### src/rtl/ghts_pkg.sv
`timescale 1ns / 1ps
`default_nettype none

package ghts_pkg;

  localparam int TABLE_DEPTH = 1024;
  localparam int IDX_W       = $clog2(TABLE_DEPTH);
  localparam int CNT_W       = $clog2(TABLE_DEPTH + 1);
  localparam int POS_W       = CNT_W + 1;

  localparam int GROUP_W = 16;
  localparam int HASH_W  = 64;
  localparam int SLOT_W  = 10;
  localparam int CFG_W   = 11;
  localparam int MATCH_W = 10;

  localparam logic MODE_LOAD   = 1'b0;
  localparam logic MODE_LOOKUP = 1'b1;

  typedef struct packed {
    logic               mode;
    logic [SLOT_W-1:0]  slot;
    logic [GROUP_W-1:0] group_id;
    logic [HASH_W-1:0]  key_hash;
  } in_req_t;

  typedef struct packed {
    logic               found;
    logic [MATCH_W-1:0] match_index;
  } out_req_t;

  typedef struct packed {
    logic start;
    logic wr;
    logic probe;
    logic nbr;
    logic nbr_up;
    logic lo_up;
    logic hi_dn;
    logic first_edge;
    logic last_edge;
    logic hit;
    logic load_out;
  } ghts_cmd_t;

  typedef struct packed {
    logic empty;
    logic grp_lt;
    logic grp_gt;
    logic hash_lt;
    logic hash_gt;
    logic mid_zero;
    logic mid_last;
  } ghts_sts_t;

endpackage

`default_nettype wire

### src/rtl/ghts_ctrl.sv
`timescale 1ns / 1ps
`default_nettype none

module ghts_ctrl
  import ghts_pkg::*;
(
  input  wire logic      clk,
  input  wire logic      rst_n,
  input  wire logic      in_valid,
  input  wire logic      in_mode,
  output logic           in_stall,
  output logic           out_valid,
  input  wire logic      out_stall,
  input  wire ghts_sts_t sts,
  output ghts_cmd_t      cmd
);

  localparam logic [2:0] S_IDLE = 3'd0;
  localparam logic [2:0] S_GCHK = 3'd1;
  localparam logic [2:0] S_GRD  = 3'd2;
  localparam logic [2:0] S_GNB  = 3'd3;
  localparam logic [2:0] S_HCHK = 3'd4;
  localparam logic [2:0] S_HRD  = 3'd5;
  localparam logic [2:0] S_RES  = 3'd6;

  localparam logic PH_FIRST = 1'b0;
  localparam logic PH_LAST  = 1'b1;

  logic [2:0] state_r, state_nxt;
  logic       phase_r, phase_nxt;
  logic       out_valid_r, out_valid_nxt;
  logic       edge_hit;

  always_comb begin
    state_nxt = state_r;
    phase_nxt = phase_r;
    cmd       = '0;
    edge_hit  = 1'b0;

    unique case (state_r)
      S_IDLE: begin
        if (in_valid) begin
          if (in_mode == MODE_LOOKUP) begin
            cmd.start = 1'b1;
            phase_nxt = PH_FIRST;
            state_nxt = S_GCHK;
          end else begin
            cmd.wr = 1'b1;
          end
        end
      end
      S_GCHK: begin
        if (sts.empty) begin
          state_nxt = S_RES;
        end else begin
          cmd.probe = 1'b1;
          state_nxt = S_GRD;
        end
      end
      S_GRD: begin
        priority if (sts.grp_lt) begin
          cmd.lo_up = 1'b1;
          state_nxt = S_GCHK;
        end else if (sts.grp_gt) begin
          cmd.hi_dn = 1'b1;
          state_nxt = S_GCHK;
        end else if (phase_r == PH_FIRST) begin
          if (sts.mid_zero) begin
            edge_hit = 1'b1;
          end else begin
            cmd.nbr   = 1'b1;
            state_nxt = S_GNB;
          end
        end else begin
          if (sts.mid_last) begin
            edge_hit = 1'b1;
          end else begin
            cmd.nbr    = 1'b1;
            cmd.nbr_up = 1'b1;
            state_nxt  = S_GNB;
          end
        end
      end
      S_GNB: begin
        if (phase_r == PH_FIRST) begin
          if (sts.grp_lt) begin
            edge_hit = 1'b1;
          end else begin
            cmd.hi_dn = 1'b1;
            state_nxt = S_GCHK;
          end
        end else begin
          if (sts.grp_gt) begin
            edge_hit = 1'b1;
          end else begin
            cmd.lo_up = 1'b1;
            state_nxt = S_GCHK;
          end
        end
      end
      S_HCHK: begin
        if (sts.empty) begin
          state_nxt = S_RES;
        end else begin
          cmd.probe = 1'b1;
          state_nxt = S_HRD;
        end
      end
      S_HRD: begin
        priority if (sts.hash_lt) begin
          cmd.lo_up = 1'b1;
          state_nxt = S_HCHK;
        end else if (sts.hash_gt) begin
          cmd.hi_dn = 1'b1;
          state_nxt = S_HCHK;
        end else begin
          cmd.hit   = 1'b1;
          state_nxt = S_RES;
        end
      end
      S_RES: begin
        if (!out_valid_r || !out_stall) begin
          cmd.load_out = 1'b1;
          state_nxt    = S_IDLE;
        end
      end
      default: begin
        state_nxt = S_IDLE;
      end
    endcase

    if (edge_hit) begin
      if (phase_r == PH_FIRST) begin
        cmd.first_edge = 1'b1;
        phase_nxt      = PH_LAST;
        state_nxt      = S_GCHK;
      end else begin
        cmd.last_edge = 1'b1;
        state_nxt     = S_HCHK;
      end
    end
  end

  assign out_valid_nxt = cmd.load_out || (out_valid_r && out_stall);

  always_ff @(posedge clk) begin
    if (!rst_n) begin
      state_r     <= S_IDLE;
      phase_r     <= PH_FIRST;
      out_valid_r <= 1'b0;
    end else begin
      state_r     <= state_nxt;
      phase_r     <= phase_nxt;
      out_valid_r <= out_valid_nxt;
    end
  end

  assign in_stall  = (state_r != S_IDLE);
  assign out_valid = out_valid_r;

endmodule

`default_nettype wire

### config.mk
export PLATFORM = sky130hd
export DESIGN_NAME = ghts_ctrl
export DESIGN_NICKNAME = d
export VERILOG_FILES = /design/src/rtl/ghts_pkg.sv /design/src/rtl/ghts_ctrl.sv
export SDC_FILE = /design/constraint.sdc
export NUM_CORES = 1
export LEC_CHECK = 0
export ABC_AREA = 0
export BUFFER_PORTS_ARGS = -buffer_cell sky130_fd_sc_hd__buf_2
export CORE_MARGIN = 4
export CORE_UTILIZATION = 35
export DETAILED_ROUTE_END_ITERATION = 6
export PLACE_DENSITY = 0.7
export RECOVER_POWER = 100
export SYNTH_ARGS = -nofsm -noshare
export SYNTH_HDL_FRONTEND = slang
export SYNTH_SLANG_ARGS = --single-unit
### constraint.sdc
create_clock -name clk -period 1.75 [get_ports clk]
set_clock_uncertainty 0.1 [all_clocks]
set_input_delay 0.0875 -clock clk [delete_from_list [all_inputs] [get_ports clk]]
set_output_delay 0.0875 -clock clk [all_outputs]
set_load 0.05 [all_outputs]
# Yosys cells after proc, flatten, opt, wreduce, memory -nomap -nowiden
# Index checks and enable logic that the tools add are counted.
[classes]
muxes = 62
eq_ne = 13
n_reduce_logical = 9
[ops]
columns = ["cell", "count"]
rows = [
  ["2-to-1 mux 3 bit", 15],
  ["2-to-1 mux 1 bit", 35],
  ["one-hot mux 3 bit (7 select lines)", 1],
  ["2-to-1 mux 2 bit", 9],
  ["inequality test 6 bit (second input constant)", 2],
  ["== test 3 bit (second input constant)", 3],
  ["inequality test 3 bit (second input constant)", 3],
  ["inequality test 4 bit (second input constant)", 2],
  ["AND reduction 7 bit", 1],
  ["== test 3 x 2 -> 1 bit (second input constant)", 2],
  ["one-hot mux 2 bit (3 select lines)", 1],
  ["== test 3 x 1 -> 1 bit (second input constant)", 1],
  ["zero test 3 bit", 1],
  ["nonzero test 3 bit", 1],
  ["zero test 1 bit", 2],
  ["logical OR 1 bit", 2],
  ["one-hot mux 1 bit (2 select lines)", 1],
  ["OR reduction 2 bit", 1],
  ["logical AND 1 bit", 1],
]
[totals]
word_cells = 87
regBits = 5
in_bits = 12

# Depth between registers and ports, before layout
# Gate-level depths: netlist of run 1.
[logic_depth]
word_depth = 7
depth_mapped = 5
ltp_nobuf = 4

# Least setup slack after synthesis of run 1
# No wires, ideal clock.
[synth_path]
kind = "flip-flop to output port"
from = "register state_r[2]"
to = "output cmd[9] in the netlist's numbering"
required_time_ns = 1.562
arrival_time_ns = 2.203
setup_slack_ns = -0.640
stages_incl_launch_ff = 5
n_path_buf = 2
path_cell_list = "dfxtp_1 > buf_6 > or3_1 > buf_2 > nor3b_1"
[synth_rtl]
columns = ["item", "line", "text"]
rows = [
  ["start: declaration", "ghts_ctrl.sv:29", "logic [2:0] state_r, state_nxt;"],
  ["start signal: assignment", "ghts_ctrl.sv:152", "state_r <= state_nxt;"],
  ["end: declaration", "ghts_ctrl.sv:15", "output ghts_cmd_t cmd"],
]

==> reports/qor.csv, run 1 <==
metric;value;unit
status;finished, final reports clean;
grt_max_degree;17;
synth_nets;83;
diodes;0;
yosysTopAreaCellShare;19.4;%
io_pins;25;
ys_async_sr_fraction;0;%
vias;617;
die_x;46.4;microns
relSlewSlack;60.9;%
met2_usage;20.1;%
ir_drop;1.06;mV
drv_slew;0;
worstPathMaxFanout;16;
yosysWarnings;0;
synth_edf_count;0;
hold_viol_final;0;
syn-instance-count;71;
ant_nets;0;
critPathLaunch;state_r[0]$_SDFFE_PN0P_;
fin_crit_sh;95.4;%
cp-end-kind;output port;
fin_nets;112;
p_leak;0.310;nW
cts_root_buf;clkbuf_4;
die_h;46.4;microns
cp_num_buf_inv;1;
rows;13;
syn_area;517;sq um
viasPerCell;5.41;
ys_top_cells_by_area;dfxtp_1, a21oi_1, nand2_1;
crit_type;reg2out;
overflow;0;
power.total;0.00125;W
rsz0062_at_grt;false;
fillCellCount;135;
cts_made_buffers;3;
grt_use_met1;18.0;%
clkLatencyLatePin;0.24;ns
first_pass_iters;4;
maxCapViolCount;0;
grt_pass1_wl;2.08;mm
critPathRequiredTime;1.56;ns
r2r-start;state_r[1]$_SDFFE_PN0P_;
die-area;2160;sq um
grt-busiest-layer;met2;
drtIter0Drc;11;
worst_hold_slack;0.0588;ns
min_period;1.67;ns
max_stage_delay;0.39;ns
core-area;1350;sq um
tritoncts;yes;
clockBufferDepth;2;
crit_slowest_cell;dfxtp_4;
antenna_found_initial;0;
startpoint_type;flip-flop;
post-route-util;54.4;%
hold_start;out_stall;
grt_pass1_vias;501;
routabilityCongestion;0.735;
fmax;599;MHz
final_layout_size_suffix_gt1_share;45.5;%
synth-seq-area-share;19.4;%
clkSinkCount;5;
cp_top_family;simple AND/OR/NAND/NOR gates;
power.density;1700;nW/um^2
track_usage;13.6;%
hold_class;in2reg;
ys.flop_type;dfxtp_1;
setup_violations;0;
avgSynthCellArea;7.28;sq um
wire_per_inst;12.0;microns
worstPathCellList;or3_1, nor3_1, buf_2;
synth_top_area_cell;dfxtp_1;
cp_data_arrival_time;1.48;ns
numPortBuffers;24;
drc;0;
grt_use_met3;1.17;%
initial_core_util;38.3;%
cts_max_level;1;
syn_to_final_growth;42.1;%
synth.most_common_cell;nand2_1;
path_clk_slew;0.04;ns
worstMarginPinSlew;0.588;ns
routed_wl;1.36;mm
cts_setup_buffers;0;
hpwl;1.08;mm
ys_seq_elements;5;
synth.distinct_cells;35;
synthTopCellsByCount;nand2_1, a21oi_1, dfxtp_1, inv_1, nor3_1;
[worst paths after layout]
kind	end	slack, ns	cells after the start
setup / recovery	cmd[7]	0.08	3
hold / removal	out_valid$_SDFF_PN0_	0.06	3
setup reg to reg	state_r[1]$_SDFFE_PN0P_	0.16	5
hold reg to reg	out_valid$_SDFF_PN0_	0.44	2
[cell families after synthesis]
logic type	Yosys count	synth area share, %
simple gates	30	32.2
compound gates	23	30.0
buf+inv	9	9.68
flops	5	19.4
mux	3	7.02
xor+xnor	1	1.70
[where the power goes]
part	switching, W	internal (W)	total, W
clock	0.0000467	0.0000861	0.000133
combinational	0.000537	0.000314	0.000851
sequential	0.000103	0.000163	0.000266
[state kept, by name (all words and copies together), names as in the netlist]
signal / cells
state_r: 3
phase_r: 1
out_valid: 1
[worst min-delay path, delay by kind of cell]
family          cells  cell delay, ns
compound gates      1            0.08
buf+inv             1            0.11
simple gates        1            0.07
[per-stage QoR]
stage          instance area, sq um  setup TNS [ns]  std cells  worst slack [ns]
3_5_place_dp                    673               0        109            0.0785
5_1_grt                         734               0        114           0.00113
4_1_cts                         717               0        114            0.0176
2_1_floorplan                   543          -0.698         71            -0.273
6_report                        734               0        114            0.0797
3_3_place_gp                    673               0        109             0.128
[repair_timing]
action                                 in CTS  in global routing
endpoints found under the hold margin       1                  0
hold buffers                                1                  0
setup endpoints to repair                   8                  5
resized for setup                           4                  8
pin swaps                                   0                  1
[placed cells by master (no fill, tap or decap), types with 2 or more instances in the layout]
cell type and count:
nand2_1 8, nand3_1 3, or3_1 2, nor2_1 2
buf_4 6, nor3_2 2, nor3_1 2, a21oi_1 6
o21ai_0 3, clkbuf_4 3, buf_2 12, dfxtp_1 3
clkbuf_1 2, inv_1 5, clkbuf_2 7, nor3b_1 2
nand2_2 2
[metal layers]
layer | wire length, microns | share of wire (%)
met3 | 101 | 7.4
met2 | 650 | 48
met5 | 0 | 0
met4 | 27 | 2.0
met1 | 583 | 43
[final cells by class]
class	count	area [sq um]	share of cell area, %
well taps	15	18.8	2.56
multi-input cells	57	400	54.5
clock buffers	4	26.3	3.58
inverters	5	18.8	2.56
flip-flops and latches	5	105	14.3
repair buffers	28	165	22.5
Power figures use the tool's default switching activity.
==> run 2, diff against run 1 <==
--- a/config.mk
+++ b/config.mk
@@ -7,10 +7,10 @@
 export LEC_CHECK = 0
 export ABC_AREA = 0
 export BUFFER_PORTS_ARGS = -buffer_cell sky130_fd_sc_hd__buf_2
-export CORE_MARGIN = 4
-export CORE_UTILIZATION = 35
+export CORE_AREA = 4 4 41 43
 export DETAILED_ROUTE_END_ITERATION = 6
-export PLACE_DENSITY = 0.7
+export DIE_AREA = 0 0 45 47
+export PLACE_DENSITY = 0.76
 export RECOVER_POWER = 100
 export SYNTH_ARGS = -nofsm -noshare
 export SYNTH_HDL_FRONTEND = slang
==> run 2 against run 1 <==
Effect of this change: highest routed layer unchanged; sequential cell count stayed put; count of clock-buffer cells in the layout unchanged; critical endpoint unchanged; sequential power grew 7%.
==> reports/qor.csv, run 2 (synthesis gave the netlist of run 1 again) <==
metric;value;unit
r2r_setup_slack;0.41;ns
vias;612;
cts_root_buf;clkbuf_4;
crit_slowest_cell;or3_1;
routabilityCongestion;0.803;
startpoint_type;flip-flop;
track_usage;14.5;%
worstMarginPinSlew;0.589;ns
core-area;1300;sq um
power.density;1700;nW/um^2
cts_max_level;1;
cts_made_buffers;3;
hpwl;1.07;mm
regMostFlops;state_r;
maxCapViolCount;0;
rsz0062_at_grt;true;
worstPathCellList;or3_1, nor3_1, buf_4;
drv_slew;0;
crit_type;reg2out;
setup_violations;0;
path_clk_slew;0.04;ns
grt_pass1_vias;519;
viasPerCell;5.46;
initial_core_util;39.7;%
final_common_cell;buf_2;
cp-end-kind;output port;
die-area;2120;sq um
largest_register_ffs;3;
diodes;0;
ant_nets;0;
p_leak;0.305;nW
clockBufferDepth;2;
max_stage_delay;0.40;ns
first_pass_iters;4;
io_pins;25;
die_h;47;microns
wire_per_inst;11.9;microns
critPathRequiredTime;1.56;ns
drc;0;
numPortBuffers;24;
dr_wl_met3;114;microns
power.total;0.00122;W
top_layer;met4;
final_cell_mix;buf_2, nand2_1, a21oi_1, inv_1, buf_4;
cts_setup_buffers;0;
cp_top_family;simple AND/OR/NAND/NOR gates;
grt_pass1_wl;2.21;mm
syn_to_final_growth;39.2;%
ctsHoldBuffers;0;
drtIter0Drc;32;
tns;0;ns
tritoncts;yes;
antenna_found_initial;0;
final_layout_size_suffix_gt1_share;46.4;%
rows;13;
ir_drop;1.46;mV
clkSinkCount;5;
dr_wl_met2;579;microns
die_x;45;microns
overflow;0;
cp_num_buf_inv;1;
cp_data_arrival_time;1.49;ns
hold_viol_final;0;
clkLatencyLatePin;0.24;ns
routed_wl;1.34;mm
hold_class;in2reg;
relSlewSlack;60.9;%
met1Wirelength;604;microns
status;finished, final reports clean;
min_period;1.67;ns
fin_crit_sh;95.6;%
worstPathMaxFanout;16;
fmax;598;MHz
grt_max_degree;17;
fin_nets;110;
==> run 2: tightest hold or removal path: stages <==
cell and delay (ns):
buf_2 0.13, nand2_1 0.06, a31oi_1 0.04
==> run 2: path summary, 6_finish.rpt <==
kind,from,depth (start not counted),end
worst max-delay path,state_r[0]$_SDFFE_PN0P_,3,cmd[7]
worst min-delay path,rst_n,3,state_r[0]$_SDFFE_PN0P_
worst max register to register,state_r[1]$_SDFFE_PN0P_,4,state_r[1]$_SDFFE_PN0P_
worst min register to register,out_valid$_SDFF_PN0_,2,out_valid$_SDFF_PN0_
==> run 2: layout make-up <==
type,instances,area (sq um)
Clock buffer,4,26.3
Sequential cell,5,108
Multi-Input combinational cell,57,398
Fill cell,129,582
Timing Repair Buffer,26,150
Inverter,5,18.8
Tap cell,15,18.8
==> run 2: timing repair <==
item                                    4_1_cts  5_1_grt
endpoints found under the setup margin        9        7
gates resized for setup                       4       10
pin swaps                                     0        1
==> run 2: report_power, final <==
part	internal (W)	switching [W]
clock	0.0000863	0.0000487
combinational	0.000301	0.000505
sequential	0.000168	0.000115
==> run 2: per-layer routing <==
layer	track usage (%)	up-vias
li1	-	317
met1	19.0	267
met2	20.1	24
met3	3.07	4
met4	12.3	0
met5	0	-
==> run 2: metrics by stage <==
step	utilization (%)	cell area (sq um)	worst slack, ns	hold slack (ns)	cells
after global placement	51.2	666	0.128	0.264	108
after floorplan	-	543	-0.273	0.104	71
after global routing	55.3	719	-0.00581	0.0135	112
final	55.3	719	0.0766	0.00973	112
after CTS	54.0	703	0.000392	0.00836	112
after detailed placement	51.2	666	0.103	0.271	108
